--- config.mk ---
export PLATFORM = sky130hd
export DESIGN_NAME = stream_find_replace
export DESIGN_NICKNAME = d
export VERILOG_FILES = /design/src/rtl/sfr_pkg.sv /design/src/rtl/sfr_ctrl.sv /design/src/rtl/sfr_datapath.sv /design/src/rtl/stream_find_replace.sv
export SDC_FILE = /design/constraint.sdc
export NUM_CORES = 1
export LEC_CHECK = 0
export BUFFER_PORTS_ARGS = -buffer_cell sky130_fd_sc_hd__buf_2
export CAP_MARGIN = 20
export CORE_MARGIN = 2
export CORE_UTILIZATION = 49
export CTS_CLUSTER_SIZE = 40
export DETAILED_ROUTE_END_ITERATION = 8
export PLACE_DENSITY = 0.65
export SETUP_SLACK_MARGIN = 0.2
export SKIP_LAST_GASP = 1
export SYNTH_ARGS = -nofsm -noshare
export SYNTH_HDL_FRONTEND = slang
export SYNTH_SLANG_ARGS = --single-unit
--- constraint.sdc ---
create_clock -name clock -period 5.9 [get_ports clock]
set_input_delay 1.18 -clock clock [delete_from_list [all_inputs] [get_ports clock]]
set_output_delay 1.18 -clock clock [all_outputs]
set_load 0.005 [all_outputs]
--- src/rtl/sfr_pkg.sv ---
`default_nettype none
// ----------------------------------------------------------------------------
// sfr_pkg: shared types and constants for the stream find-and-replace block
// Payload structs, register indexes, controller states and the command and
// status groups between controller and datapath.
// ----------------------------------------------------------------------------
package sfr_pkg;

   // default sizes of the pattern window and the replacement string
   localparam int MAX_PATTERN_DEF     = 8;
   localparam int MAX_REPLACEMENT_DEF = 8;

   // fixed field widths
   localparam int BYTE_W    = 8;
   localparam int CFG_W     = 64;
   localparam int LEN_W     = 4;
   localparam int CSR_IDX_W = 3;

   // register indexes
   typedef logic [CSR_IDX_W-1:0] csr_index_type;
   localparam csr_index_type CSR_SEARCH_BYTES  = 3'd0;
   localparam csr_index_type CSR_SEARCH_LEN    = 3'd1;
   localparam csr_index_type CSR_REPLACE_BYTES = 3'd2;
   localparam csr_index_type CSR_REPLACE_LEN   = 3'd3;

   typedef struct packed {
      logic [BYTE_W-1:0] in_byte;
      logic              in_end;
   } req_payload_type;

   typedef struct packed {
      logic [BYTE_W-1:0] out_byte;
      logic              out_present;
      logic              out_stream_end;
      logic              out_run_last;
   } rsp_payload_type;

   typedef enum logic [1:0] {
      ST_IDLE,
      ST_EVAL,
      ST_EMIT
   } sfr_state_type;

   // controller to datapath
   typedef struct packed {
      logic load;   // take the input item into the window
      logic eval;   // resolve match and emit plan
      logic emit;   // produce one result into the output register
   } sfr_cmd_type;

   // datapath to controller
   typedef struct packed {
      logic has_output;  // the item under evaluation yields at least one result
      logic emit_last;   // the next result is the last of this item
      logic out_free;    // the output register can take a result this cycle
   } sfr_status_type;

endpackage
`default_nettype wire

--- src/rtl/sfr_ctrl.sv ---
`default_nettype none
// ----------------------------------------------------------------------------
// sfr_ctrl: sequencing state machine
// Accepts one item, lets the datapath evaluate it, then steps the datapath
// through the results of that item as the output register frees up.
// ----------------------------------------------------------------------------
module sfr_ctrl
   import sfr_pkg::*;
(
   input  wire logic           clock,
   input  wire logic           reset,
   input  wire logic           req_valid,
   output logic                req_ready,
   input  wire sfr_status_type status,
   output sfr_cmd_type         cmd
);

   sfr_state_type state_ff, state_in;

   // next state
   always_comb begin
      state_in = state_ff;
      case (state_ff)
         ST_IDLE: begin
            if (req_valid) state_in = ST_EVAL;
         end
         ST_EVAL: begin
            state_in = status.has_output ? ST_EMIT : ST_IDLE;
         end
         ST_EMIT: begin
            if (status.out_free && status.emit_last) state_in = ST_IDLE;
         end
         default: begin
            state_in = ST_IDLE;
         end
      endcase
   end

   // outputs
   always_comb begin
      req_ready = 1'b0;
      cmd       = '0;
      case (state_ff)
         ST_IDLE: begin
            req_ready = 1'b1;
            cmd.load  = req_valid;
         end
         ST_EVAL: begin
            cmd.eval = 1'b1;
         end
         ST_EMIT: begin
            cmd.emit = status.out_free;
         end
         default: begin
            req_ready = 1'b0;
         end
      endcase
   end

   always_ff @(posedge clock) begin
      if (reset) begin
         state_ff <= ST_IDLE;
      end else begin
         state_ff <= state_in;
      end
   end

`ifndef SYNTH
   // a stalled output keeps the sequencer in the emit state
   a_emit_stall_holds: assert property (@(posedge clock) disable iff (reset)
      (state_ff == ST_EMIT && !status.out_free) |=> state_ff == ST_EMIT)
      else $error("sequencer left emit state while output was stalled");
`endif

endmodule
`default_nettype wire

--- src/rtl/sfr_datapath.sv ---
`default_nettype none
// ----------------------------------------------------------------------------
// sfr_datapath: window, pattern compare and output register
// Holds the configuration, the window of held bytes plus the new byte, the
// prefix compare at each start offset, and the result register.
// ----------------------------------------------------------------------------
module sfr_datapath
   import sfr_pkg::*;
#(
   parameter int MAX_PATTERN     = MAX_PATTERN_DEF,
   parameter int MAX_REPLACEMENT = MAX_REPLACEMENT_DEF
)
(
   input  wire logic              clock,
   input  wire logic              reset,
   input  wire req_payload_type   req_data,
   input  wire logic              csr_valid,
   input  wire csr_index_type     csr_index,
   input  wire logic [CFG_W-1:0]  csr_wdata,
   input  wire sfr_cmd_type       cmd,
   output sfr_status_type         status,
   output logic                   rsp_valid,
   input  wire logic              rsp_ready,
   output rsp_payload_type        rsp_data
);

   localparam int CW = $clog2(MAX_PATTERN + 1);
   localparam int RW = $clog2(MAX_REPLACEMENT + 2);
   localparam int EW = (CW > RW) ? CW : RW;

   // configuration
   logic [CFG_W-1:0] search_bytes_ff,  search_bytes_in;
   logic [LEN_W-1:0] search_len_ff,    search_len_in;
   logic [CFG_W-1:0] replace_bytes_ff, replace_bytes_in;
   logic [LEN_W-1:0] replace_len_ff,   replace_len_in;

   // window and emit control
   logic [BYTE_W-1:0] win_ff [MAX_PATTERN];
   logic [BYTE_W-1:0] win_in [MAX_PATTERN];
   logic [CW-1:0]     cnt_ff, cnt_in;
   logic              end_ff, end_in;
   logic              repl_ff, repl_in;
   logic              marker_ff, marker_in;
   logic [EW-1:0]     rem_ff, rem_in;
   logic [RW-1:0]     idx_ff, idx_in;
   logic              rsp_valid_ff, rsp_valid_in;
   rsp_payload_type   rsp_data_ff, rsp_data_in;

   logic [LEN_W-1:0]  slen_eff;
   logic [LEN_W-1:0]  rlen_eff;
   logic [MAX_PATTERN-1:0] pre;
   logic [MAX_PATTERN-1:0] ok;
   logic [CW-1:0]     start;
   logic [CW-1:0]     win_emit;
   logic              match;
   logic              emit_last;
   logic [CFG_W-1:0]  rep_shift;

   // register writes
   always_comb begin
      search_bytes_in  = search_bytes_ff;
      search_len_in    = search_len_ff;
      replace_bytes_in = replace_bytes_ff;
      replace_len_in   = replace_len_ff;
      if (csr_valid) begin
         case (csr_index)
            CSR_SEARCH_BYTES:  search_bytes_in  = csr_wdata;
            CSR_SEARCH_LEN:    search_len_in    = csr_wdata[LEN_W-1:0];
            CSR_REPLACE_BYTES: replace_bytes_in = csr_wdata;
            CSR_REPLACE_LEN:   replace_len_in   = csr_wdata[LEN_W-1:0];
            default:           search_len_in    = search_len_ff;
         endcase
      end
   end

   // clamp lengths
   always_comb begin
      if (search_len_ff == '0) begin
         slen_eff = LEN_W'(1);
      end else if (search_len_ff > LEN_W'(MAX_PATTERN)) begin
         slen_eff = LEN_W'(MAX_PATTERN);
      end else begin
         slen_eff = search_len_ff;
      end
      if (replace_len_ff > LEN_W'(MAX_REPLACEMENT)) begin
         rlen_eff = LEN_W'(MAX_REPLACEMENT);
      end else begin
         rlen_eff = replace_len_ff;
      end
   end

   // prefix compare of the window tail from each start offset
   always_comb begin
      for (int s = 0; s < MAX_PATTERN; s++) begin
         pre[s] = 1'b1;
         for (int j = 0; j < MAX_PATTERN - s; j++) begin
            if ((s + j) < int'(cnt_ff) &&
                win_ff[s + j] != search_bytes_ff[BYTE_W*j +: BYTE_W]) begin
               pre[s] = 1'b0;
            end
         end
         ok[s] = (s < int'(cnt_ff)) && ((int'(cnt_ff) - s) < int'(slen_eff)) && pre[s];
      end
   end

   // first offset that can still start a match
   always_comb begin
      start = cnt_ff;
      for (int s = MAX_PATTERN - 1; s >= 0; s--) begin
         if (ok[s]) start = CW'(s);
      end
      match    = (LEN_W'(cnt_ff) == slen_eff) && pre[0];
      win_emit = end_ff ? cnt_ff : start;
   end

   assign emit_last = marker_ff || (rem_ff == EW'(1));
   assign rep_shift = replace_bytes_ff >> {idx_ff, 3'b000};

   always_comb begin
      status.out_free   = !rsp_valid_ff || rsp_ready;
      status.emit_last  = emit_last;
      status.has_output = end_ff || (match ? (rlen_eff != '0) : (win_emit != '0));
   end

   // window, counters and output register
   always_comb begin
      win_in       = win_ff;
      cnt_in       = cnt_ff;
      end_in       = end_ff;
      repl_in      = repl_ff;
      marker_in    = marker_ff;
      rem_in       = rem_ff;
      idx_in       = idx_ff;
      rsp_data_in  = rsp_data_ff;
      rsp_valid_in = rsp_valid_ff && !rsp_ready;

      if (cmd.load) begin
         // append the new byte behind the held bytes
         for (int i = 0; i < MAX_PATTERN; i++) begin
            if (CW'(i) == cnt_ff) win_in[i] = req_data.in_byte;
         end
         cnt_in = cnt_ff + CW'(1);
         end_in = req_data.in_end;
      end

      if (cmd.eval) begin
         idx_in = '0;
         if (match) begin
            repl_in   = 1'b1;
            rem_in    = EW'(rlen_eff);
            cnt_in    = '0;
            marker_in = end_ff && (rlen_eff == '0);
         end else begin
            repl_in   = 1'b0;
            rem_in    = EW'(win_emit);
            marker_in = end_ff && (win_emit == '0);
         end
      end

      if (cmd.emit) begin
         rsp_valid_in               = 1'b1;
         rsp_data_in.out_run_last   = emit_last;
         rsp_data_in.out_stream_end = emit_last && end_ff;
         if (marker_ff) begin
            rsp_data_in.out_byte    = '0;
            rsp_data_in.out_present = 1'b0;
         end else if (repl_ff) begin
            rsp_data_in.out_byte    = rep_shift[BYTE_W-1:0];
            rsp_data_in.out_present = 1'b1;
            idx_in                  = idx_ff + RW'(1);
            rem_in                  = rem_ff - EW'(1);
         end else begin
            // drop the front byte and advance the window
            rsp_data_in.out_byte    = win_ff[0];
            rsp_data_in.out_present = 1'b1;
            for (int i = 0; i < MAX_PATTERN - 1; i++) begin
               win_in[i] = win_ff[i + 1];
            end
            cnt_in = cnt_ff - CW'(1);
            rem_in = rem_ff - EW'(1);
         end
      end
   end

   always_ff @(posedge clock) begin
      if (reset) begin
         search_bytes_ff  <= '0;
         search_len_ff    <= LEN_W'(1);
         replace_bytes_ff <= '0;
         replace_len_ff   <= '0;
         cnt_ff           <= '0;
         end_ff           <= 1'b0;
         repl_ff          <= 1'b0;
         marker_ff        <= 1'b0;
         rem_ff           <= '0;
         idx_ff           <= '0;
         rsp_valid_ff     <= 1'b0;
      end else begin
         search_bytes_ff  <= search_bytes_in;
         search_len_ff    <= search_len_in;
         replace_bytes_ff <= replace_bytes_in;
         replace_len_ff   <= replace_len_in;
         cnt_ff           <= cnt_in;
         end_ff           <= end_in;
         repl_ff          <= repl_in;
         marker_ff        <= marker_in;
         rem_ff           <= rem_in;
         idx_ff           <= idx_in;
         rsp_valid_ff     <= rsp_valid_in;
      end
   end

   // payload, no reset
   always_ff @(posedge clock) begin
      win_ff      <= win_in;
      rsp_data_ff <= rsp_data_in;
   end

   assign rsp_valid = rsp_valid_ff;
   assign rsp_data  = rsp_data_ff;

`ifndef SYNTH
   // held bytes always leave room for the new byte
   a_room_on_load: assert property (@(posedge clock) disable iff (reset)
      cmd.load |-> (cnt_ff < CW'(MAX_PATTERN)))
      else $error("window full when an item was taken");

   // a window byte is only emitted while the window holds one
   a_window_nonempty: assert property (@(posedge clock) disable iff (reset)
      (cmd.emit && !repl_ff && !marker_ff) |-> (cnt_ff != '0))
      else $error("emit from an empty window");

   // each emit lands in the output register with the right last flag
   a_emit_lands: assert property (@(posedge clock) disable iff (reset)
      cmd.emit |=> (rsp_valid_ff && rsp_data_ff.out_run_last == $past(emit_last)))
      else $error("emitted result missing or last flag wrong");
`endif

endmodule
`default_nettype wire

--- src/rtl/stream_find_replace.sv ---
`default_nettype none
// Sequence: an accepted item is evaluated, then its results are loaded
// into the output register one at a time as that register frees up.
// Throughput: no new item is taken until the current one is done; unless
// stalled, the output register emits one byte per cycle from one window.
// Reset: synchronous; clears the held bytes count and sets the registers to
// their reset values (search length 1, all else 0).
// ----------------------------------------------------------------------------
// stream_find_replace: streaming search-and-replace over a byte stream
// Replaces every leftmost, non-overlapping pattern occurrence with the
// configured replacement and flushes held bytes at end of stream.
// ----------------------------------------------------------------------------
module stream_find_replace
   import sfr_pkg::*;
#(
   parameter int MAX_PATTERN     = MAX_PATTERN_DEF,
   parameter int MAX_REPLACEMENT = MAX_REPLACEMENT_DEF
)
(
   input  wire logic             clock,
   input  wire logic             reset,
   input  wire logic             req_valid,
   output logic                  req_ready,
   input  wire req_payload_type  req_data,
   output logic                  rsp_valid,
   input  wire logic             rsp_ready,
   output rsp_payload_type       rsp_data,
   input  wire logic             csr_valid,
   output logic                  csr_ready,
   input  wire csr_index_type    csr_index,
   input  wire logic [CFG_W-1:0] csr_wdata
);

   sfr_cmd_type    cmd;
   sfr_status_type status;

   // register writes are always taken
   assign csr_ready = 1'b1;

   sfr_ctrl u_ctrl (
      .clock     (clock),
      .reset     (reset),
      .req_valid (req_valid),
      .req_ready (req_ready),
      .status    (status),
      .cmd       (cmd)
   );

   sfr_datapath #(
      .MAX_PATTERN     (MAX_PATTERN),
      .MAX_REPLACEMENT (MAX_REPLACEMENT)
   ) u_datapath (
      .clock     (clock),
      .reset     (reset),
      .req_data  (req_data),
      .csr_valid (csr_valid),
      .csr_index (csr_index),
      .csr_wdata (csr_wdata),
      .cmd       (cmd),
      .status    (status),
      .rsp_valid (rsp_valid),
      .rsp_ready (rsp_ready),
      .rsp_data  (rsp_data)
   );

endmodule
`default_nettype wire

==> impl_metrics.csv, run 1 <==
group,metric,value,unit
status,status,"complete, no violations",
floorplanning,dieArea,29700,sq um
drt,num_vias,11700,
logic_synthesis,yosysSeqAreaShare,0.344,
pwr,p_seq_frac,0.393,
setup_path,required,6.33,ns
finish,area_growth,7.60,%
drt,postRouteAntennaNets,0,
cts,numCtsBuffers,26,
setup_path,reg2reg_slack,2.21,ns
timing,fmax,271,MHz
pwr,intPower,3740,uW
drt,drc,0,
cts,cts_setup_buffers,0,
pwr,p_comb_frac,0.355,
finish,n_antenna_cell,0,
job,maxCapViolations,0,
cts,cts_buffer_depth,3,
timing,tightestPinTransition,1.02,ns
setup_path,criticalPathCategory,"flop to flop",
cts,clock_latency,0.55,ns
pwr,powerDensity,410,nW/um^2
logic_synthesis,synth_warnings,0,
cts,clockRootBuffer,"clkbuf_16",
drt,dr.pass1.iters,7,
timing,period_minus_slack,3.69,ns
cts,cts_resized,0,
timing,fin_ws,2.21,ns
pwr,p_sw,2370,uW
logic_synthesis,syn_nets,1785,
floorplanning,dieHeight,172,um
logic_synthesis,synth-edff-count,19,
finish,final_common_cell,"nand2_1",
timing,setup-tns-final,0,ns
global_routing,track_usage,0.283,
floorplanning,fp.dieW,172,um
floorplanning,num_io_pins,95,
global_routing,overflow,0,
global_routing,grt_max_degree,82,
setup_path,worst_setup_path_end_kind,"flop",
floorplanning,rows,61,
logic_synthesis,yosysTopAreaCellShare,0.303,
logic_synthesis,synth_cell_types,62,
logic_synthesis,yosys.area.top_type,"dfxtp_1",
logic_synthesis,netlist_instances,1665,
timing,setup-violations-final,0,
setup_path,r2r_start,"u_datapath.cnt_ff[0]",
pwr,pwr-share-clk,0.252,
placed_design,numPortBuffers,93,
finish,fillers,2653,
setup_path,r2r-end,"u_ctrl.state_ff[1]",
logic_synthesis,async_reset_ff_frac,0,
finish,final_cell_mix,"nand2_1, xnor2_1, dfxtp_1",
hold_path,hold_depth,2,
logic_synthesis,avgSynthCellArea,8.33,sq um
finish,seqCellArea,4770,sq um
finish,multiInputGateArea,8240,sq um
timing,final-max-slew-violation-count,0,
placed_design,pre_cts_ws,1.92,ns
timing,final_hold_viol_count,0,
hold_path,hold_path.class,"flop to flop",
timing,clock_skew,0.0199,ns
drt,post_drt_via_cell_ratio,5.79,
global_routing,grt_pass1_wl,64200,um
placed_design,place_congestion,0.984,
placed_design,hpwl,30800,um
drt,wl_per_cell,20.9,um
finish,final_nets,1752,
cts,cts_tree,"yes",
cts,clk_pin_slew,0.06,ns
logic_synthesis,yosys-top-cells-area,"dfxtp_1, xnor2_1, nand2_1, a21oi_1, mux2i_1",
logic_synthesis,synth_area,13900,sq um
drt,wirelength,42200,um
pwr,power.leakage,0.00533,uW
timing,relSlewSlack,0.317,
setup_path,r2r_cells,14,
pwr,peakVddDrop,0.208,mV
finish,drive_above_1_share,0.110,
setup_path,cp.arrival,4.12,ns
hold_path,hold_start,"u_datapath.replace_bytes_ff[9]",
setup_path,cp_max_fo,13,
drt,drt_iter0_drc,1245,
global_routing,grt_pass1_vias,10900,
global_routing,grt_antenna_before_repair,0,
floorplanning,core,27900,sq um
timing,fin_crit_sh,0.626,
hold_path,hold-path-endpoint,"u_datapath.replace_bytes_ff[9]",
setup_path,start_kind,"flop",
cts,clock-sinks,229,
floorplanning,start_util,0.498,
pwr,swShare,0.388,
cts,htree_num_levels,1,
logic_synthesis,ys_seq_elements,229,
timing,rsz0062_at_grt,"false",
logic_synthesis,synthFlopType,"dfxtp_1",
cts,hold_buffers,0,
## sequential cells by signal, summed over array words and instances, names as in the netlist
name and cells:
u_datapath.replace_bytes_ff 64, u_datapath.search_bytes_ff 64, u_datapath.win_ff 64, u_datapath.rsp_data 11
u_datapath.cnt_ff 4, u_datapath.idx_ff 4, u_datapath.rem_ff 4, u_datapath.replace_len_ff 4
u_datapath.search_len_ff 4, u_ctrl.state_ff 2, u_datapath.end_ff 1, u_datapath.marker_ff 1
u_datapath.repl_ff 1, u_datapath.rsp_valid 1
## worst max path at each step
stage	from	slack, ns	end	depth (start not counted)
CTS	u_datapath.cnt_ff[0]	2.25	u_ctrl.state_ff[1]	14
finish	u_datapath.cnt_ff[0]	2.21	u_ctrl.state_ff[1]	14
detailed placement	rsp_ready	1.92	u_datapath.win_ff[14]	7
floorplan	rsp_ready	2.78	u_datapath.win_ff[59]	7
global placement	rsp_ready	2.00	u_datapath.cnt_ff[2]	8
global route	u_datapath.cnt_ff[1]	2.01	u_ctrl.state_ff[1]	14
## through the flow
| step | cell area [sq um] | instances | total power, uW | util | hold slack, ns |
|---|---|---|---|---|---|
| 2_1_floorplan | 13900 | 1665 | 3950 | - | 0.433 |
| 3_3_place_gp | 14100 | 1981 | 4490 | 0.506 | 0.439 |
| 3_5_place_dp | 14100 | 1981 | 4540 | 0.506 | 0.447 |
| 4_1_cts | 14900 | 2024 | 6090 | 0.535 | 0.455 |
| 5_1_grt | 14900 | 2025 | 6490 | 0.536 | 0.471 |
| 6_report | 14900 | 2025 | 6120 | 0.536 | 0.454 |
## cell families after synthesis
| logic type | share of synthesized area |
|---|---|
| AO/OA/AOI/OAI | 0.117 |
| XOR/XNOR | 0.187 |
| adder cells (fa/ha/maj) | 0.0352 |
| buffers and inverters | 0.0628 |
| flip-flops | 0.344 |
| multiplexers | 0.0802 |
| other | 0.000270 |
| AND/OR/NAND/NOR | 0.173 |
## synth_stat cells, types with 4 or more instances
master and count:
inv_1 21, buf_4 8, nand4_1 71, a21oi_1 159, nand2b_1 8, mux2_2 9
edfxtp_1 19, clkbuf_1 83, o21ai_0 88, ha_1 39, mux2i_1 65, nand3_1 14
nor2_1 40, xnor2_1 254, xor2_1 42, o21a_1 9, nor3_1 7, nand2_1 333
buf_6 9, nor4_1 9, nor3b_1 5, o21ai_1 10, buf_2 60, nor2b_1 19
or3_1 4, mux4_2 16, dfxtp_1 210
## per-layer routing
metal  routed length (um)  GRT usage  share of wire  up-vias
met5                    0          0              0        -
met4                 1300     0.0891          0.031        0
met3                 3310     0.0417          0.078       83
met2                19200      0.456           0.45      483
met1                18400      0.392           0.44     5642
li1                     -          -              -     5509
## worst max-delay path: stages (launching register included)
cell     delay [ns]
dfxtp_1        0.64
inv_2          0.20
ha_1           0.41
inv_1          0.08
ha_1           0.26
nor2b_1        0.14
o21a_1         0.17
o21ai_0        0.28
nand4_1        0.16
or2_1          0.28
nor2b_1        0.15
a31o_1         0.20
a21oi_1        0.21
a21oi_1        0.11
o31a_1         0.29
## power groups by stage
stage          Clock (uW)  Sequential (uW)  Combinational [uW]
4_1_cts              1560             2380                2140
2_1_floorplan           0             1940                2010
6_report             1540             2400                2170
3_5_place_dp            0             2420                2130
5_1_grt              1620             2420                2440
3_3_place_gp            0             2410                2080
## area by class of cell
class                   count  share of cell area
flip-flops and latches    229               0.320
clock inverters             6             0.00511
well taps                 378              0.0317
multi-input cells        1250               0.552
repair buffers            102              0.0367
inverters                  23             0.00579
clock buffers              37              0.0485
(Power assumes the default switching activity.)
==> inputs of run 2 (changes only) <==
--- a/config.mk
+++ b/config.mk
@@ -11,7 +11,7 @@
 export CORE_UTILIZATION = 49
 export CTS_CLUSTER_SIZE = 40
 export DETAILED_ROUTE_END_ITERATION = 8
-export PLACE_DENSITY = 0.65
+export PLACE_DENSITY = 0.67
 export SETUP_SLACK_MARGIN = 0.2
 export SKIP_LAST_GASP = 1
 export SYNTH_ARGS = -nofsm -noshare
==> constraint.sdc (replaced) <==
create_clock -name clock -period 3.24 [get_ports clock]
set_input_delay 0.648 -clock clock [delete_from_list [all_inputs] [get_ports clock]]
set_output_delay 0.648 -clock clock [all_outputs]
set_load 0.005 [all_outputs]
==> run 2 against run 1 <==
Against the previous run: critical path type unchanged; core utilization is 4.0 points higher; highest routed layer unchanged; setup slack got worse by 1.9 ns; die area stayed put; cell area increased by 7.5%; largest power group is now combinational logic; critical path depth shrank 1; critical endpoint unchanged.
==> impl_metrics.csv, run 2 (synthesized netlist as in run 1, its figures left out) <==
group,metric,value,unit
floorplanning,num_io_pins,95,
timing,setup-tns-final,0,ns
drt,wirelength,45400,um
timing,clock_skew,0.00863,ns
hold_path,hold-path-endpoint,"u_datapath.end_ff",
timing,fmax,340,MHz
timing,final_hold_viol_count,0,
cts,cts_tree,"yes",
global_routing,track_usage,0.305,
global_routing,grt_pass1_wl,68100,um
setup_path,cp_max_fo,4,
global_routing,overflow,0,
setup_path,worst_setup_path_end_kind,"flop",
cts,clockRootBuffer,"clkbuf_16",
cts,htree_num_levels,1,
timing,fin_crit_sh,0.909,
floorplanning,rows,61,
cts,clk_pin_slew,0.06,ns
drt,num_vias,12300,
setup_path,criticalPathCategory,"flop to flop",
setup_path,required,3.67,ns
floorplanning,start_util,0.498,
global_routing,grt_max_degree,128,
global_routing,grt_antenna_before_repair,0,
setup_path,crit_path_start,"u_datapath.cnt_ff[2]",
placed_design,hpwl,33600,um
drt,drc,0,
cts,clock_latency,0.54,ns
setup_path,start_kind,"flop",
setup_path,r2r_start,"u_datapath.cnt_ff[2]",
hold_path,hold_depth,3,
drt,drt_iter0_drc,1172,
timing,final-max-slew-violation-count,0,
finish,final_common_cell,"nand2_1",
status,status,"complete, no violations",
hold_path,hold_start,"req_data[0]",
drt,dr.pass1.iters,5,
timing,tightestPinTransition,0.727,ns
setup_path,r2r_cells,13,
pwr,peakVddDrop,0.435,mV
floorplanning,core,27900,sq um
placed_design,numPortBuffers,93,
finish,fillers,2554,
pwr,powerDensity,754,nW/um^2
timing,rsz0062_at_grt,"true",
global_routing,grt_pass1_vias,11400,
setup_path,r2r-end,"u_ctrl.state_ff[1]",
finish,n_antenna_cell,0,
floorplanning,dieHeight,172,um
drt,postRouteAntennaNets,0,
timing,worst_hold_slack,0.347,ns
pwr,power.leakage,0.00592,uW
timing,relSlewSlack,0.514,
finish,final_cell_mix,"nand2_1, xnor2_1, dfxtp_1",
floorplanning,fp.dieW,172,um
floorplanning,dieArea,29700,sq um
cts,cts_buffer_depth,3,
timing,setup-violations-final,0,
drt,wl_per_cell,21.3,um
cts,clock-sinks,229,
setup_path,reg2reg_slack,0.30,ns
setup_path,cp.arrival,3.37,ns
finish,final_nets,1853,
finish,area_growth,15.6,%
placed_design,place_congestion,0.978,
finish,utilization,0.576,
timing,period_minus_slack,2.94,ns
finish,drive_above_1_share,0.194,
drt,post_drt_via_cell_ratio,5.76,
cts,numCtsBuffers,26,
job,maxCapViolations,0,
cts,hold_buffers,0,
finish,top_regs,"u_datapath.replace_bytes_ff x64, u_datapath.search_bytes_ff x64, u_datapath.win_ff x64",
hold_path,hold_path.class,"input pin to flop",
==> run 2: changes by cell type in the layout (fill, tap and decap cells not counted), sizes merged <==
cell	change
clkinv	+3
clkinvlp	+1
clkbuf	-2
buf	+101
==> run 2: per-stage QoR <==
stage	setup WS (ns)	area, sq um	total power (uW)	cells
2_1_floorplan	0.296	13900	7190	1665
3_3_place_gp	0.141	14700	8640	2058
3_5_place_dp	0.0113	14700	8690	2058
4_1_cts	0.205	15700	11600	2112
5_1_grt	0.146	16000	12800	2128
6_report	0.296	16000	12100	2128
==> run 2: timing repair <==
| action | CTS | global route |
|---|---|---|
| setup endpoints to repair | 5 | 7 |
| pin swaps | 3 | 34 |
| buffers inserted | 9 | 16 |
| resized for setup | 14 | 62 |
==> run 2: layout make-up <==
type,count,area [sq um],share of cell area
multi-input combinational,1250,8530,0.532
timing repair buffer,203,1350,0.0844
inverter,23,91.3,0.00570
clock buffer,35,714,0.0445
tap,378,473,0.0295
sequential,229,4780,0.298
clock inverter,10,95.1,0.00593
==> run 2: critical path: stages, from the launching register on <==
cell,delay (ns)
dfxtp_2,0.34
inv_2,0.06
ha_1,0.27
inv_1,0.04
ha_1,0.25
nor2b_2,0.18
a2111oi_4,0.34
nand4_1,0.22
nor2_2,0.18
a211o_1,0.12
and3_4,0.20
o41ai_4,0.08
or3_1,0.32
o31a_1,0.23
==> run 2: worst max-delay path by stage <==
| stage | endpoint | slack, ns | cells after the start |
|---|---|---|---|
| after global placement | u_ctrl.state_ff[1] | 0.14 | 14 |
| after detailed placement | u_ctrl.state_ff[1] | 0.01 | 10 |
| after global routing | u_ctrl.state_ff[1] | 0.15 | 13 |
| after CTS | u_ctrl.state_ff[1] | 0.20 | 13 |
| after floorplan | u_ctrl.state_ff[1] | 0.30 | 13 |
| final | u_ctrl.state_ff[1] | 0.30 | 13 |
==> run 2: power breakdown <==
part,total (uW),internal (uW),switching [uW]
clock network,2820,1620,1200
registers,4060,3310,752
logic,5210,2460,2760
total,12100,7390,4710
==> run 2: per-layer routing <==
layer,up-vias,GRT usage,share of wire
li1,5705,-,-
met1,5913,0.402,0.42
met2,525,0.494,0.46
met3,113,0.0529,0.073
met4,0,0.126,0.049
met5,-,0,0
